### config.mk
export PLATFORM = sky130hd
export DESIGN_NAME = iim_ram
export DESIGN_NICKNAME = d
export VERILOG_FILES = /design/src/rtl/core/iim_ram.sv
export SDC_FILE = /design/constraint.sdc
export NUM_CORES = 2
export LEC_CHECK = 0
export BUFFER_PORTS_ARGS = -buffer_cell sky130_fd_sc_hd__buf_2
export CAP_MARGIN = 20
export CORE_MARGIN = 10
export CORE_UTILIZATION = 35
export CTS_BUF_LIST = sky130_fd_sc_hd__clkbuf_2
export DETAILED_ROUTE_END_ITERATION = 8
export PLACE_DENSITY = 0.47
export SLEW_MARGIN = 30
export SYNTH_ARGS = -nofsm -noshare
export SYNTH_HDL_FRONTEND = slang
export SYNTH_SLANG_ARGS = --single-unit
export TNS_END_PERCENT = 30
### constraint.sdc
create_clock -name clock -period 5 [get_ports clock]
set_input_delay 0.25 -clock clock [delete_from_list [all_inputs] [get_ports clock]]
set_output_delay 0.25 -clock clock [all_outputs]
set_load 0.05 [all_outputs]
### src/rtl/core/iim_ram.sv
`default_nettype none
// ----------------------------------------------------------------------------
// Generic RAM
// One write port and one read port with registered read data.
// ----------------------------------------------------------------------------
module iim_ram #(
   parameter int WIDTH = 64,
   parameter int DEPTH = 32,
   localparam int AW = (DEPTH > 1) ? $clog2(DEPTH) : 1
) (
   input  wire logic             clock,
   input  wire logic             wr_en,
   input  wire logic [AW-1:0]    wr_addr,
   input  wire logic [WIDTH-1:0] wr_data,
   input  wire logic [AW-1:0]    rd_addr,
   output logic [WIDTH-1:0]      rd_data
);

   logic [WIDTH-1:0] mem_ff [DEPTH];
   logic [WIDTH-1:0] rd_data_ff;

   always_ff @(posedge clock) begin
      if (wr_en) begin
         mem_ff[wr_addr] <= wr_data;
      end
      rd_data_ff <= mem_ff[rd_addr];
   end

   assign rd_data = rd_data_ff;

endmodule
`default_nettype wire

==> impl_metrics.yaml <==
sta:
  min_period_over_period_pct: 76.3
  relSlewSlack_pct: 21.6
  tns_ps: 0
  setup_viol_count_final: 0
  worst_pin_slew_ps: 1180
  fmax_mhz: 262
  layout_min_cycle_time_ps: 3820
  skew_ps: 98.8
  slew_viol_final: 0
  timing.final.hold_violations: 0
  rsz0062_at_grt: "false"
yosys:
  yosysWarnings: 0
  ys_types: 31
  synth_edf_count: 2048
  synth_nets: 3173
  synth_async_sr_flop_share_pct: 0
  synth_area_per_cell_um2: 25.5
  syn-instance-count: 3097
  synthFlopType: "edfxtp_1"
  ys_seq_elements: 2112
  ys_seq_area_share_pct: 79.5
  netlist_area_um2: 79000
cts:
  clock-root-buffer: "clkbuf_2"
  ctsResizeCount: 0
  h-tree-depth: 6
  cts.path.max_buffers: 4
  path_clk_slew_ps: 120
  insertion_delay_ps: 1750
  clkSinkCount: 2112
  cts_buffers: 553
  post_cts_buffers: 0
  tritoncts: "yes"
floorplan:
  core.rowCount: 174
  io_pins: 140
  die_h_um: 495
  start_util_pct: 35.1
  die-width_um: 495
  die-area_um2: 245000
  core_um2: 225000
global_routing:
  antenna_found_initial: 9
  grt_max_degree: 91
  overflow: 0
  grt_pass1_wl_mm: 309
  grt_pass1_vias: 41000
  grt.total_usage_pct: 17.8
route:
  wirelength_mm: 221
  drt_first_pass_iters: 7
  vias: 38200
  drtIter0Drc: 3665
  routedWlPerCell_um: 30.0
  postRouteAntennaNets: 0
  vias_per_cell: 5.19
  drc: 0
worst_setup_path:
  cp_slowest_stage_delay_ps: 590
  end_kind: "flip-flop"
  crit_buf_inv: 7
  worstSetupStartpoint: "rd_addr[0]"
  cp_data_arrival_time_ps: 5440
  rrSetupSlack_ps: 1650
  slowest_stage: "buf_8"
  reg2regPathDepth: 6
  timing.rr.end: "rd_data[48]"
  path_common_cell: "dlygate4sd3_1"
  path_delay_family: "buffers and inverters"
  r2r_start: "mem_ff[10][48]"
  worstPathRequired_ps: 6620
  critPathLaunchType: "primary input"
  critPathKind: "in2reg"
  crit_chain: "dlygate4sd3_1, dlygate4sd3_1, buf_8, buf_12, mux4_2, dlygate4sd3_1, mux4_2, dlygate4sd3_1, mux2_2, dlygate4sd3_1"
  critPathMaxFanout: 54
power:
  p_total_mw: 33.3
  p_leak_nw: 29.5
  vdd_drop_max_uv: 243
  powerDensity_nw_per_um2: 364
worst_hold_path:
  whs_path_depth: 4
  whs_endpoint: "mem_ff[3][59]"
  min-delay-start: "wr_data[59]"
  min_path_type: "in2reg"
finish:
  regArea_um2: 62800
  multi_input_area_um2: 15700
  stdcell_area_um2: 91200
  nets: 4065
  fill_cells: 20100
  area_delta_synth_final_pct: 15.5
  layout-drive-gt1-share_pct: 42.8
flow_run:
  cap_violations: 0
placement:
  globalplace.congestion: 0.714
  numPortBuffers: 139
  placed_cell_area_um2: 84400
  post-dp-hpwl_mm: 107
outcome:
  status: "finished clean"
## timing repair
item,in CTS,in global routing
hold buffers,176,62
endpoints found under the hold margin,4160,1984
endpoints found under the setup margin,0,0
## cell usage after synthesis (5+ instances only)
library cell / n / area [um2]
o21ai_0: 9 / 45.0
buf_2: 65 / 325
clkbuf_1: 55 / 206
nand3b_1: 5 / 37.5
buf_4: 14 / 105
mux2_2: 74 / 833
mux4_2: 602 / 13600
mux2i_1: 38 / 380
o22ai_1: 10 / 62.6
buf_1: 19 / 71.3
dfxtp_1: 64 / 1280
edfxtp_1: 2048 / 61500
a221oi_1: 12 / 105
nor2_1: 41 / 154
## metrics by stage
stage / hold WS [ps] / setup WS [ps] / std cells / utilization (%)
2_1_floorplan: 349 / 928 / 3097 / -
3_3_place_gp: 707 / 1920 / 6186 / 37.6
3_5_place_dp: 725 / 1980 / 6186 / 37.6
4_1_cts: 30.3 / 1240 / 7286 / 40.4
5_1_grt: -29.4 / 1220 / 7360 / 40.6
6_report: 185 / 1180 / 7361 / 40.6
## cell usage in the layout, fill, tap and decap left out, types with 3 or more instances in the layout
| master | count |
|---|---|
| buf_2 | 197 |
| mux2i_1 | 38 |
| dfxtp_1 | 64 |
| inv_2 | 13 |
| a211oi_1 | 3 |
| diode_2 | 11 |
| mux2_2 | 74 |
| clkbuf_2 | 807 |
| mux4_2 | 602 |
| o211ai_1 | 3 |
| o22ai_1 | 10 |
| nand2_1 | 3 |
| and2_1 | 3 |
| buf_16 | 5 |
| a22oi_1 | 3 |
| nor2b_1 | 4 |
| buf_12 | 52 |
| nor2_1 | 9 |
| a221oi_1 | 12 |
| buf_6 | 3 |
| clkinv_1 | 93 |
| o21ai_0 | 9 |
| o2bb2ai_1 | 3 |
| nand3b_1 | 5 |
| buf_8 | 3 |
| o221ai_1 | 3 |
| bufinv_16 | 4 |
| dlygate4sd3_1 | 169 |
| nor2_4 | 32 |
| clkinv_2 | 8 |
| edfxtp_1 | 2048 |
| o31a_1 | 3 |
| buf_4 | 63 |
## kinds of logic after synthesis
| family | share of synthesized area (%) |
|---|---|
| compound gates | 0.466 |
| mux | 18.7 |
| buf+inv | 0.944 |
| simple gates | 0.379 |
| flops | 79.5 |
## layout make-up
class                   instances  area share, %
flip-flops and latches       2112           68.8
multi-input cells             828           17.2
clock buffers                 806           4.42
well taps                    2992           4.10
clock inverters               118          0.612
repair buffers                493           4.84
diodes                         11         0.0302
inverters                       1        0.00686
## worst max path at each step
| stage | end | slack, ps | depth (start not counted) |
|---|---|---|---|
| after floorplan | mem_ff[12][0] | 930 | 3 |
| after global placement | rd_data[13] | 1920 | 7 |
| after detailed placement | rd_data[22] | 1980 | 5 |
| after CTS | mem_ff[18][25] | 1240 | 9 |
| after global routing | rd_data[48] | 1220 | 10 |
| final | rd_data[48] | 1180 | 10 |
## power by group
part / switching [mW] / internal (mW)
clock network: 6.90 / 4.46
registers: 0.106 / 19.7
logic: 1.27 / 0.872
total: 8.28 / 25.0
## flip-flops by register name, summed over array words and instances (netlist names)
name	cells
rd_data	64
mem_ff	2048
## layer usage
metal	wire, um	up-vias	global-route usage (%)
met2	109000	1547	29.1
met1	92200	20700	23.8
li1	-	15600	-
met3	13900	351	4.01
met4	5230	4	5.51
met5	22	-	0
## tightest hold or removal path: stages
cell	delay (ps)
dlygate4sd3_1	530
dlygate4sd3_1	560
buf_2	120
buf_2	270
(Power assumes the default switching activity.)
