<file path="src/rtl/core/iim_pkg.sv">
`default_nettype none
// ----------------------------------------------------------------------------
// Interval table package
// Shared sizes, codes and the structs that pass between the sequencer and
// the scan unit of the interval insert-and-merge table.
// ----------------------------------------------------------------------------
package iim_pkg;

   localparam int CAPACITY    = 32;
   localparam int ADDR_W      = (CAPACITY > 1) ? $clog2(CAPACITY) : 1;
   localparam int CNT_W       = $clog2(CAPACITY + 1);
   localparam int VAL_W       = 32;
   localparam int ENTRY_W     = 2 * VAL_W;
   localparam int COUNT_OUT_W = 6;

   typedef logic [CNT_W-1:0]        count_type;
   typedef logic signed [VAL_W-1:0] value_type;

   localparam logic FUNC_INSERT = 1'b0;

   localparam logic [1:0] STATUS_OK   = 2'd0;
   localparam logic [1:0] STATUS_FULL = 2'd1;
   localparam logic [1:0] STATUS_BAD  = 2'd2;

   // Control of the scan unit: clear its accumulators, or take one entry.
   typedef struct packed {
      logic clear;
      logic enable;
   } scan_ctl_type;

   // What the scan has found over the entries it was given.
   typedef struct packed {
      count_type below;     // entries that end before the new start
      count_type reach;     // entries that start no later than the new end
      logic      hit;       // at least one entry overlaps or touches
      value_type first_lo;  // start of the first overlapping entry
      value_type last_hi;   // end of the last overlapping entry
   } scan_res_type;

endpackage
`default_nettype wire

</file>
<file path="src/rtl/core/iim_scan.sv">
`default_nettype none
// ----------------------------------------------------------------------------
// Interval scan unit
// Compares one stored entry per cycle, while enabled, against the new interval
// and keeps the counts and bounds needed to plan the merge or insertion.
// ----------------------------------------------------------------------------
module iim_scan
   import iim_pkg::*;
(
   input  wire logic         clock,
   input  wire logic         reset,
   input  wire scan_ctl_type ctl,
   input  wire value_type    entry_lo,
   input  wire value_type    entry_hi,
   input  wire value_type    key_start,
   input  wire value_type    key_end,
   output scan_res_type      res
);

   count_type below_ff, below_in;
   count_type reach_ff, reach_in;
   logic      hit_ff, hit_in;
   value_type first_lo_ff, first_lo_in;
   value_type last_hi_ff, last_hi_in;
   logic      ends_before;
   logic      starts_within;

   // The table is sorted and disjoint, so both conditions hold on a prefix.
   assign ends_before   = $signed(entry_hi) < $signed(key_start);
   assign starts_within = $signed(entry_lo) <= $signed(key_end);

   always_comb begin
      below_in    = below_ff;
      reach_in    = reach_ff;
      hit_in      = hit_ff;
      first_lo_in = first_lo_ff;
      last_hi_in  = last_hi_ff;
      if (ctl.clear) begin
         below_in = '0;
         reach_in = '0;
         hit_in   = 1'b0;
      end else if (ctl.enable) begin
         below_in = below_ff + count_type'(ends_before);
         reach_in = reach_ff + count_type'(starts_within);
         if (!ends_before && starts_within) begin
            if (!hit_ff) begin
               first_lo_in = entry_lo;
            end
            last_hi_in = entry_hi;
            hit_in     = 1'b1;
         end
      end
   end

   always_ff @(posedge clock) begin
      if (reset) begin
         below_ff <= '0;
         reach_ff <= '0;
         hit_ff   <= 1'b0;
      end else begin
         below_ff <= below_in;
         reach_ff <= reach_in;
         hit_ff   <= hit_in;
      end
      first_lo_ff <= first_lo_in;
      last_hi_ff  <= last_hi_in;
   end

   assign res.below    = below_ff;
   assign res.reach    = reach_ff;
   assign res.hit      = hit_ff;
   assign res.first_lo = first_lo_ff;
   assign res.last_hi  = last_hi_ff;

endmodule
`default_nettype wire

</file>
<file path="config.mk">
export PLATFORM = sky130hd
export DESIGN_NAME = iim_scan
export DESIGN_NICKNAME = d
export VERILOG_FILES = /design/src/rtl/core/iim_pkg.sv /design/src/rtl/core/iim_scan.sv
export SDC_FILE = /design/constraint.sdc
export NUM_CORES = 1
export LEC_CHECK = 0
export ABC_AREA = 1
export BUFFER_PORTS_ARGS = -buffer_cell sky130_fd_sc_hd__buf_2
export CORE_ASPECT_RATIO = 0.9
export CORE_MARGIN = 2
export CORE_UTILIZATION = 30
export DETAILED_ROUTE_END_ITERATION = 10
export PLACE_DENSITY = 0.63
export SLEW_MARGIN = 0
export SYNTH_ARGS = -nofsm -noshare
export SYNTH_HDL_FRONTEND = slang
export SYNTH_SLANG_ARGS = --single-unit
</file>
<file path="constraint.sdc">
create_clock -name clock -period 4.2 [get_ports clock]
set_input_delay 0.84 -clock clock [delete_from_list [all_inputs] [get_ports clock]]
set_output_delay 0.84 -clock clock [all_outputs]
set_load 0.1 [all_outputs]
</file>
==> metrics.txt, run 1 <==
placed cell count ~820; Crit Path Max Fanout 32; Pwr per Cell Area roughly 360 nW/µm²; DRC 0; Slew Limit Headroom 66.2%; final WL between 10 and 15 mm; cts bufs inserted 9; fillcell total between 1000 and 1500; hold buffer count at CTS 0; average footprint of a synthesized cell between 10 and 15 µm²; CP endpoint kind flop; number of distinct library cells after synthesis 27; post-route setup TNS 0 ns; Iteration-0 DRC Markers around 130; critical path data required time 4.18 ns; Lkg Pwr 2.98 nW; Setup Crit Path Kind input port to flop; Min Clock Period, post-route about 2.7 ns; Boundary Pins roughly 210; post-synthesis cell count 419; yosys warns 0; #FFs+latches synth just under 80; CTS Sinks 77; final clock skew between 0.007 and 0.008 ns; DIE WIDTH approximately 130 µm; clock-pin slew on the worst setup and hold paths 0.06 ns; status completed; endpoints failing hold 0; worst path arrival time 2.73 ns; fmax 365 MHz; RSZ-0062 raised after global routing no; Syn Nets 618; number of H-tree levels 3; clock root buffer clkbuf_16; CTS resizes 0; maximum VDD drop between 0.15 and 0.2 mV; CTS tree done; Nets 836; first-pass GRT wire length around 15 mm; Hold WC Path Type flop to flop; total track usage 13.4%; Post-DP HPWL a little over 8 mm; largest net degree at the start of global routing 33; number of global-route vias before repair ~3300; crit share post-route 65.3%; actual slew at the worst max-slew pin 0.510 ns; Setup WS post-layout approximately 1.5 ns; Post-CTS Setup Bufs 0; GPL Wtd Cong 0.765; Port Buffers about 210; Multi-input gate area roughly 1700 µm²; worst skew pair latency ~0.34 ns; DR pass1 iterations 4; DR WL/cell around 12 µm; Core Region 14000 µm²; area leader, netlist edfxtp_1; CP max-delay cell buf_4; P&R area growth vs syn 36.9%; synth top area cells edfxtp_1, ha_1, inv_1, nand2_1, dfxtp_1; Startpoint Class input port; CP cell instances buf_2 -> ha_1 -> a21oi_1 -> nor2_1 -> nor3_1 -> nand2_1 -> nand2_1 -> nand2_1 -> nand2_1 -> nand3_1 -> nand2_2 -> nand3_2 -> nor2_4 -> buf_4; most frequent CP cell nand2_1; drt via density approximately 4.2; die height around 120 µm; commonest non-fill, non-tap cell in the layout buf_2; antenna violations before repair 2; worst stage delay on the critical path about 0.40 ns; CP bufs+invs 2; Hold Slack between 0.4 and 0.5 ns; MaxCap Viol Count 0; Non-Filler Instances ~840; antenna viol nets, final 0; sequential-to-total area share from yosys stat about half; max-slew violation count 0; row cnt about 40; # setup viols final 0; vias 3492; Die Area 15100 µm²; CP delay by family, top simple AND/OR/NAND/NOR gates; Bufs on Longest Clock Path 2; most frequent cells in the layout buf_2, inv_1, nand2_1; Placement Setup Slack a little over 1 ns; Mapped Area about 4300 µm²; GRT Residual Overflow 0; storage element area about 2200 µm²; layout cells sized above 1 a little under two fifths; share of the synthesized area in the top cell type a little under half; Starting Density between 30% and 40%
## cells by family (layout without fill, tap and decap cells)
group / Yosys count / after routing / share of synthesized area [%]
AND/OR/NAND/NOR: 132 / 132 / 14.0
buffers and inverters: 92 / 315 / 8.62
flip-flops: 77 / 77 / 51.3
adder cells (fa/ha/maj): 67 / 67 / 19.7
AO/OA/AOI/OAI: 51 / 51 / 6.38
other: 0 / 1 / 0
## Yosys cell counts, drive strengths merged
cell,instances
a21o,1
a21oi,39
and3,1
buf,2
clkbuf,1
dfxtp,13
edfxtp,64
ha,67
inv,89
nand2,76
nand3,13
nand4,5
nor2,24
nor3,10
nor3b,1
o21a,4
o21ai,7
or2,2
## worst min-delay path: stages, from the launching register on
cell and delay (ns):
dfxtp_1 0.31, nand2_1 0.07, a21oi_1 0.05
## metal layers
metal / share of wire [%] / up-vias / track usage, % / wire (µm)
met5: 0.13 / - / 0 / 13
met4: 1.8 / 2 / 4.30 / 177
met3: 10 / 13 / 6.77 / 1020
met2: 46 / 146 / 23.1 / 4640
met1: 42 / 1497 / 14.5 / 4230
li1: - / 1834 / - / -
## per-stage QoR
step | area [µm²] | util (%) | power (mW)
final | 5820 | 41.7 | 2.10
after global routing | 5820 | 41.7 | 2.21
after CTS | 5820 | 41.7 | 2.14
after detailed placement | 5530 | 39.6 | 1.35
after global placement | 5530 | 39.6 | 1.35
after floorplan | 4250 | - | 1.22
## state kept, by name, indices dropped and copies added (netlist names)
| register | cells |
|---|---|
| last_hi_ff | 32 |
| below_ff | 6 |
| hit_ff | 1 |
| reach_ff | 6 |
| first_lo_ff | 32 |
## power by group
part	switching (mW)	leakage [nW]	internal, mW
sequential	0.00672	0.685	0.859
clock	0.302	0.140	0.462
combinational	0.338	2.16	0.129
## layout make-up
| cell class | instances | share of cell area [%] |
|---|---|---|
| Clock inverter | 5 | 1.03 |
| Inverter | 89 | 5.74 |
| Sequential cell | 77 | 37.5 |
| Antenna cell | 1 | 0.0430 |
| Timing Repair Buffer | 210 | 18.1 |
| Multi-Input combinational cell | 250 | 29.4 |
| Tap cell | 193 | 4.15 |
| Clock buffer | 11 | 4.00 |
## worst paths after layout
| path | start | end | slack [ns] | depth (start not counted) |
|---|---|---|---|---|
| setup / recovery | entry_hi[5] | last_hi_ff[5]$_DFFE_PP_ | 1.46 | 14 |
| hold / removal | below_ff[0]$_SDFFE_PP0P_ | below_ff[0]$_SDFFE_PP0P_ | 0.48 | 2 |
| setup reg to reg | hit_ff$_SDFFE_PP0P_ | first_lo_ff[5]$_DFFE_PP_ | 2.76 | 3 |
| hold reg to reg | below_ff[0]$_SDFFE_PP0P_ | below_ff[0]$_SDFFE_PP0P_ | 0.48 | 2 |
Power figures use the tool's default switching activity.
==> run 2: changes to the inputs <==
--- a/config.mk
+++ b/config.mk
@@ -11,7 +11,7 @@
 export CORE_MARGIN = 2
 export CORE_UTILIZATION = 30
 export DETAILED_ROUTE_END_ITERATION = 10
-export PLACE_DENSITY = 0.63
+export PLACE_DENSITY = 0.65
 export SLEW_MARGIN = 0
 export SYNTH_ARGS = -nofsm -noshare
 export SYNTH_HDL_FRONTEND = slang
==> constraint.sdc (replaced) <==
create_clock -name clock -period 2.4 [get_ports clock]
set_input_delay 0.48 -clock clock [delete_from_list [all_inputs] [get_ports clock]]
set_output_delay 0.48 -clock clock [all_outputs]
set_load 0.1 [all_outputs]
==> run 2 against run 1 <==
Sequential power up 76%. Critical path depth up 4. Register-to-register slack worse by 1.7 ns. Sequential cell count unchanged. Clock-buffer cell count down 1. Combinational power up 100%. Core utilization up 4.5 points. Setup slack worse by 1.3 ns. Power up 91%. Wire length up 11%. Critical endpoint is now first_lo_ff[17]$_DFFE_PP_. Largest cell class unchanged. Largest power group is now clock.
==> metrics.txt, run 2 (synthesis gave the netlist of run 1 again) <==
Iteration-0 DRC Markers 88 (was 129); largest net degree at the start of global routing 33 (unchanged); DR pass1 iterations 5 (was 4); crit share post-route between 90% and 100%; critical path data required time 2.46 ns (was 4.18 ns); actual slew at the worst max-slew pin 0.506 ns (was 0.510 ns); Startpoint Class input port (unchanged); final core utilization 46.2% (was 41.7%); total track usage 13.9% (was 13.4%); Setup Crit Path Kind input port to flop (unchanged); clock power share 38.7% (was 36.5%); drt via density 4.29 (was 4.18); Switch Pwr 1.19 mW (was 0.647 mW); Bufs on Longest Clock Path 2 (unchanged); status completed (unchanged); vias 3717 (was 3492); Overall Power 4.01 mW (was 2.10 mW); # setup viols final 0 (unchanged); cts bufs inserted 9 (unchanged); hold buffer count at CTS 0 (unchanged); MaxCap Viol Count 0 (unchanged); CP max-delay cell ha_4 (was buf_4); worst stage delay on the critical path 0.26 ns (was 0.40 ns); DIE WIDTH 130 µm (unchanged); Setup WS post-layout 0.141 ns (was 1.46 ns); final WL 11.2 mm (was 10.1 mm); number of H-tree levels 3 (unchanged); die height 117 µm (unchanged); DR WL/cell 13.0 µm (was 12.1 µm); CP delay by family, top simple AND/OR/NAND/NOR gates (unchanged); Nets 866 (was 836); endpoints failing hold 0 (unchanged); clock root buffer clkbuf_16 (unchanged); GRT Residual Overflow 0 (unchanged); Hold Slack 0.333 ns (was 0.480 ns); Flop pwr share 37.8% (was 41.3%); most frequent CP cell nand2_1 (unchanged); number of global-route vias before repair 3534 (was 3326); P&R area growth vs syn 51.7% (was 36.9%); clock-pin slew on the worst setup and hold paths 0.06 ns (about the same); CP cell instances buf_2 -> inv_8 -> ha_4 -> nand2_2 -> inv_2 -> nand3_2 -> nor3_4 -> nand2_1 -> nand2_1 -> nand2_2 -> nand2_1 -> nand2_1 -> nand3_2 -> buf_4 -> nand3_4 -> nor2_4 -> buf_12 -> clkbuf_16 (was buf_2 -> ha_1 -> a21oi_1 -> nor2_1 -> nor3_1 -> nand2_1 -> nand2_1 -> nand2_1 -> nand2_1 -> nand3_1 -> nand2_2 -> nand3_2 -> nor2_4 -> buf_4); GPL Wtd Cong 0.848 (was 0.765); Slew Limit Headroom 66.5% (was 66.2%); post-route setup TNS 0 ns (unchanged); fmax 443 MHz; worst path arrival time 2.32 ns (was 2.73 ns); antenna viol nets, final 0 (unchanged); maximum VDD drop 0.520 mV (was 0.198 mV); commonest non-fill, non-tap cell in the layout buf_2 (unchanged); Starting Density 30.5% (unchanged); final clock skew 0.00396 ns (was 0.00768 ns); layout cells sized above 1 46.1% (was 37.7%); logic gate share of total power 23.5% (was 22.3%); Cell Int Power 2.82 mW (was 1.45 mW); worst skew pair latency 0.34 ns (about the same); CP endpoint kind flop (unchanged); Min Clock Period, post-route ~2.3 ns; Port Buffers 208 (unchanged); Boundary Pins 209 (unchanged); Placement Setup Slack -0.256 ns (was 1.04 ns); most frequent cells in the layout buf_2, inv_1, nand2_1 (unchanged); Core Region 14000 µm² (unchanged); Top Registers first_lo_ff: 32 flops, last_hi_ff: 32 flops (unchanged); Die Area 15100 µm² (unchanged); CTS tree done (unchanged); Post-DP HPWL 9.05 mm (was 8.31 mm); CP bufs+invs 6 (was 2); CTS Sinks 77 (unchanged); Sw Ratio 29.6% (was 30.8%); row cnt 41 (unchanged); Crit Path Max Fanout 8 (was 32); max-slew violation count 0 (unchanged); Lkg Pwr 3.18 nW (was 2.98 nW); first-pass GRT wire length 16.0 mm (was 15.3 mm); RSZ-0062 raised after global routing yes (was no); Pwr per Cell Area 622 nW/µm² (was 360 nW/µm²); antenna violations before repair 0 (was 2); DRC 0 (unchanged); Hold WC Path Type input port to flop (was flop to flop)
## run 2: final timing paths
check,start,end,slack [ns],depth (start not counted)
setup / recovery,key_end[11],first_lo_ff[17]$_DFFE_PP_,0.14,18
hold reg to reg,reach_ff[5]$_SDFFE_PP0P_,reach_ff[5]$_SDFFE_PP0P_,0.50,2
hold / removal,entry_lo[29],first_lo_ff[29]$_DFFE_PP_,0.33,1
setup reg to reg,hit_ff$_SDFFE_PP0P_,first_lo_ff[17]$_DFFE_PP_,1.03,4
## run 2: repair_timing
action / CTS / global route
setup endpoints to repair: 0 / 6
gates resized for setup: 0 / 16
buffers inserted: 0 / 4
## run 2: power by group through the flow
stage / Sequential, mW / Clock (mW) / Combinational, mW
after CTS: 1.52 / 1.61 / 0.916
after global routing: 1.52 / 1.64 / 1.03
after global placement: 1.54 / 0 / 0.895
after floorplan: 1.88 / 0 / 0.291
final: 1.52 / 1.55 / 0.943
after detailed placement: 1.55 / 0 / 0.912
## run 2: through the flow
step           instance area [µm²]  std cells
2_1_floorplan                 4480        419
3_3_place_gp                  5940        842
3_5_place_dp                  5940        842
4_1_cts                       6280        858
5_1_grt                       6450        865
6_report                      6450        866
## run 2: final cells by class
type	instances	area [µm²]
flip-flops and latches	77	2180
repair buffers	240	1370
clock buffers	10	229
well taps	193	241
multi-input cells	250	1950
clock inverters	6	110
fillers	1334	7500
inverters	89	364
diodes	1	2.50
## run 2: routing by layer
layer / up-vias / share of wire [%] / GRT usage [%]
li1: 1896 / - / -
met1: 1657 / 39 / 14.7
met2: 153 / 49 / 25.1
met3: 11 / 10 / 5.68
met4: 0 / 1.5 / 5.02
met5: - / 0 / 0
==> run 3: changes to the inputs <==
--- a/config.mk
+++ b/config.mk
@@ -5,13 +5,12 @@
 export SDC_FILE = /design/constraint.sdc
 export NUM_CORES = 1
 export LEC_CHECK = 0
-export ABC_AREA = 1
 export BUFFER_PORTS_ARGS = -buffer_cell sky130_fd_sc_hd__buf_2
 export CORE_ASPECT_RATIO = 0.9
 export CORE_MARGIN = 2
 export CORE_UTILIZATION = 30
 export DETAILED_ROUTE_END_ITERATION = 10
-export PLACE_DENSITY = 0.65
+export PLACE_DENSITY = 0.66
 export SLEW_MARGIN = 0
 export SYNTH_ARGS = -nofsm -noshare
 export SYNTH_HDL_FRONTEND = slang
==> run 3 against run 2 <==
The run now ends with negative setup slack left. Non-clock buffer count grew 10. Register-to-register slack gained 0.10 ns. Largest cell class is now multi-input gates. Critical endpoint is now reach_ff[5]$_SDFFE_PP0P_. Highest routed layer unchanged. Global-route usage grew 1.4 points.
==> metrics.txt, run 3 <==
final clock skew 0.00337 ns (was 0.00396 ns); DR WL/cell 15.0 µm (was 13.0 µm); row cnt 40 (was 41); status finished with violations (was completed); Reg2Reg Depth 4 (unchanged); drt via density 4.64 (was 4.29); CTS tree done (unchanged); worst skew pair latency 0.34 ns (about the same); met1 Usage GRT 17.2% (was 14.7%); hold path cells 1 (unchanged); die height 115 µm (was 117 µm); most frequent cells in the layout buf_2, edfxtp_1, inv_1 (was buf_2, inv_1, nand2_1); Port Buffers 208 (unchanged); n_diodes 0 (was 1); CP delay by family, top compound AO/OA/AOI/OAI gates (was simple AND/OR/NAND/NOR gates); Setup Crit Path Kind input port to flop (unchanged); Hold WC Path Type input port to flop (unchanged); placed cell count 756 (was 842); CP max-delay cell a2111o_1 (was ha_4); CP cell instances buf_8 -> inv_12 -> ha_4 -> and4_1 -> a221o_1 -> a2111o_1 -> o221a_4 -> nor2_4 -> ha_4 -> nand4_1 -> or3_1 -> a21oi_2 (was buf_2 -> inv_8 -> ha_4 -> nand2_2 -> inv_2 -> nand3_2 -> nor3_4 -> nand2_1 -> nand2_1 -> nand2_2 -> nand2_1 -> nand2_1 -> nand3_2 -> buf_4 -> nand3_4 -> nor2_4 -> buf_12 -> clkbuf_16); share of the synthesized area in the top cell type 46.5% (was 45.2%); RSZ-0062 raised after global routing yes (unchanged); Post-DP HPWL 9.04 mm (was 9.05 mm); capturing point of the worst reg2reg path below_ff[5]$_SDFFE_PP0P_ (was first_lo_ff[17]$_DFFE_PP_); yosys warns 0 (unchanged); worst r2r src below_ff[0]$_SDFFE_PP0P_ (was hit_ff$_SDFFE_PP0P_); Critical path origin key_end[23] (was key_end[11]); Commonest cells post-synth ha_1, edfxtp_1, inv_1 (was inv_1, nand2_1, ha_1); number of H-tree levels 3 (unchanged); Lkg Pwr 3.14 nW (was 3.18 nW); average footprint of a synthesized cell 11.7 µm² (was 10.1 µm²); DR pass1 iterations 6 (was 5); ys flop type edfxtp_1 (unchanged); Endpoint, Worst Hold last_hi_ff[26]$_DFFE_PP_ (was first_lo_ff[29]$_DFFE_PP_); # setup viols final 71 (was 0); number of flops mapped to enable cells by yosys 64 (unchanged); most frequent cell after synthesis ha_1 (was inv_1); area leader, netlist edfxtp_1 (unchanged); CP endpoint kind flop (unchanged); clock-pin slew on the worst setup and hold paths 0.06 ns (about the same); met2 Resource Use GR 27.0% (was 25.1%); sequential-to-total area share from yosys stat 52.8% (was 51.3%); Mapped Area 4130 µm² (was 4250 µm²); fmax 372 MHz (was 443 MHz); Bufs on Longest Clock Path 2 (unchanged); Crit Path Max Fanout 3 (was 8); Min Clock Period, post-route 2.69 ns (was 2.26 ns); post-synthesis cell count 353 (was 419); commonest non-fill, non-tap cell in the layout buf_2 (unchanged); CP bufs+invs 2 (was 6); Pwr per Cell Area 628 nW/µm² (was 622 nW/µm²); number of global-route vias before repair 3641 (was 3534); maximum VDD drop 0.430 mV (was 0.520 mV); largest net degree at the start of global routing 33 (unchanged); endpoints failing hold 0 (unchanged); #FFs+latches synth 77 (unchanged); synth top area cells edfxtp_1, ha_1, dfxtp_1, inv_1, a21oi_1 (was edfxtp_1, ha_1, inv_1, nand2_1, dfxtp_1); GRT Residual Overflow 0 (unchanged); Core Region 13400 µm² (was 14000 µm²); Syn Nets 552 (was 618); vias 3633 (was 3717); actual slew at the worst max-slew pin 0.533 ns (was 0.506 ns); antenna viol nets, final 0 (unchanged); first-pass GRT wire length 17.4 mm (was 16.0 mm); crit share post-route 112% (was 94.1%); Nets 810 (was 866); Setup WS post-layout -0.286 ns (was 0.141 ns); Boundary Pins 209 (unchanged); post-route setup TNS -13.42 ns (was 0 ns); worst stage delay on the critical path 0.41 ns (was 0.26 ns); Non-Filler Instances 783 (was 866); GR peak layer met2 (unchanged); final WL 11.7 mm (was 11.2 mm); Slew Limit Headroom 64.7% (was 66.5%); worst reg2reg setup slack 1.13 ns (was 1.03 ns); Top Registers first_lo_ff: 32 flops, last_hi_ff: 32 flops (unchanged); Die Area 14700 µm² (was 15100 µm²); MaxCap Viol Count 0 (unchanged); hold_sp entry_hi[26] (was entry_lo[29]); ys async rst share 0% (unchanged); max-slew violation count 0 (unchanged); P&R area growth vs syn 64.6% (was 51.7%); Starting Density 30.8% (was 30.5%); number of distinct library cells after synthesis 40 (was 27); critical path data required time 2.67 ns (was 2.46 ns); final core utilization 50.7% (was 46.2%); met3 Usage GRT 6.38% (was 5.68%); most frequent CP cell ha_4 (was nand2_1); failing checks negative setup slack; antenna violations before repair 1 (was 0); clock root buffer clkbuf_16 (unchanged); DRC 0 (unchanged); total track usage 15.3% (was 13.9%); GPL Wtd Cong 0.845 (was 0.848); CTS Sinks 77 (unchanged); worst path arrival time 2.96 ns (was 2.32 ns); cts bufs inserted 9 (unchanged); DIE WIDTH 128 µm (was 130 µm); layout cells sized above 1 55.1% (was 46.1%); Iteration-0 DRC Markers 85 (was 88); Startpoint Class input port (unchanged)
[run 3: changes by cell type after synthesis, moves of 6 or more]
cell,previous run,this run
nand2_1,73,17
inv_1,87,64
a21oi_1,38,22
nand4_1,4,15
nand3_1,11,5
xor2_1,0,6
[run 3: logic make-up after synthesis]
family	count (synthesis)	synth area share (%)
flops	77	52.8
buf+inv	67	6.18
simple gates	75	8.96
compound gates	57	9.51
mux	4	0.969
xor+xnor	6	1.27
fa+ha+maj	67	20.3
[run 3: cell type report]
type / count / area (µm²)
Timing Repair Buffer: 250 / 1610
Clock inverter: 6 / 103
Clock buffer: 9 / 225
Multi-Input combinational cell: 209 / 2200
Tap cell: 168 / 210
Inverter: 64 / 280
Sequential cell: 77 / 2180
Fill cell: 1198 / 6610
[run 3: through the flow]
step	hold WS (ns)	instance area [µm²]	worst slack, ns	total power, mW
CTS	0.308	6460	-0.318	4.25
finish	0.320	6800	-0.286	4.27
global placement	0.470	5830	-0.822	2.63
global route	0.305	6800	-0.386	4.46
floorplan	0.479	4340	-1.14	2.31
detailed placement	0.494	5830	-0.882	2.64
[run 3: what timing repair did]
action                                  4_1_cts  5_1_grt
endpoints found under the setup margin       75       75
hold endpoints to repair                      0        0
setup buffers                                 6        2
hold buffers                                  0        0
gates cloned                                  2        2
gates resized for setup                      51       50
pin swaps                                    24       33
[run 3: worst max path at each step]
stage / to / slack, ns / cells after the start
floorplan: first_lo_ff[0]$_DFFE_PP_ / -1.14 / 7
global placement: reach_ff[5]$_SDFFE_PP0P_ / -0.82 / 12
detailed placement: reach_ff[5]$_SDFFE_PP0P_ / -0.88 / 12
CTS: reach_ff[5]$_SDFFE_PP0P_ / -0.32 / 12
global route: reach_ff[5]$_SDFFE_PP0P_ / -0.39 / 12
finish: reach_ff[5]$_SDFFE_PP0P_ / -0.29 / 12
[run 3: routing by layer]
metal  vias up  share of wire [%]  wire length, µm
met5         -                  0                0
met1      1684                 40             4690
met4         0                1.5              181
met3        14                8.3              976
met2       143                 50             5900
li1       1792                  -                -
[run 3: power by group]
group / leakage, nW / internal (mW) / switching, mW
Sequential: 0.689 / 1.53 / 0.0172
Clock: 0.160 / 1.00 / 0.519
Combinational: 2.29 / 0.401 / 0.809
Total: 3.14 / 2.93 / 1.34
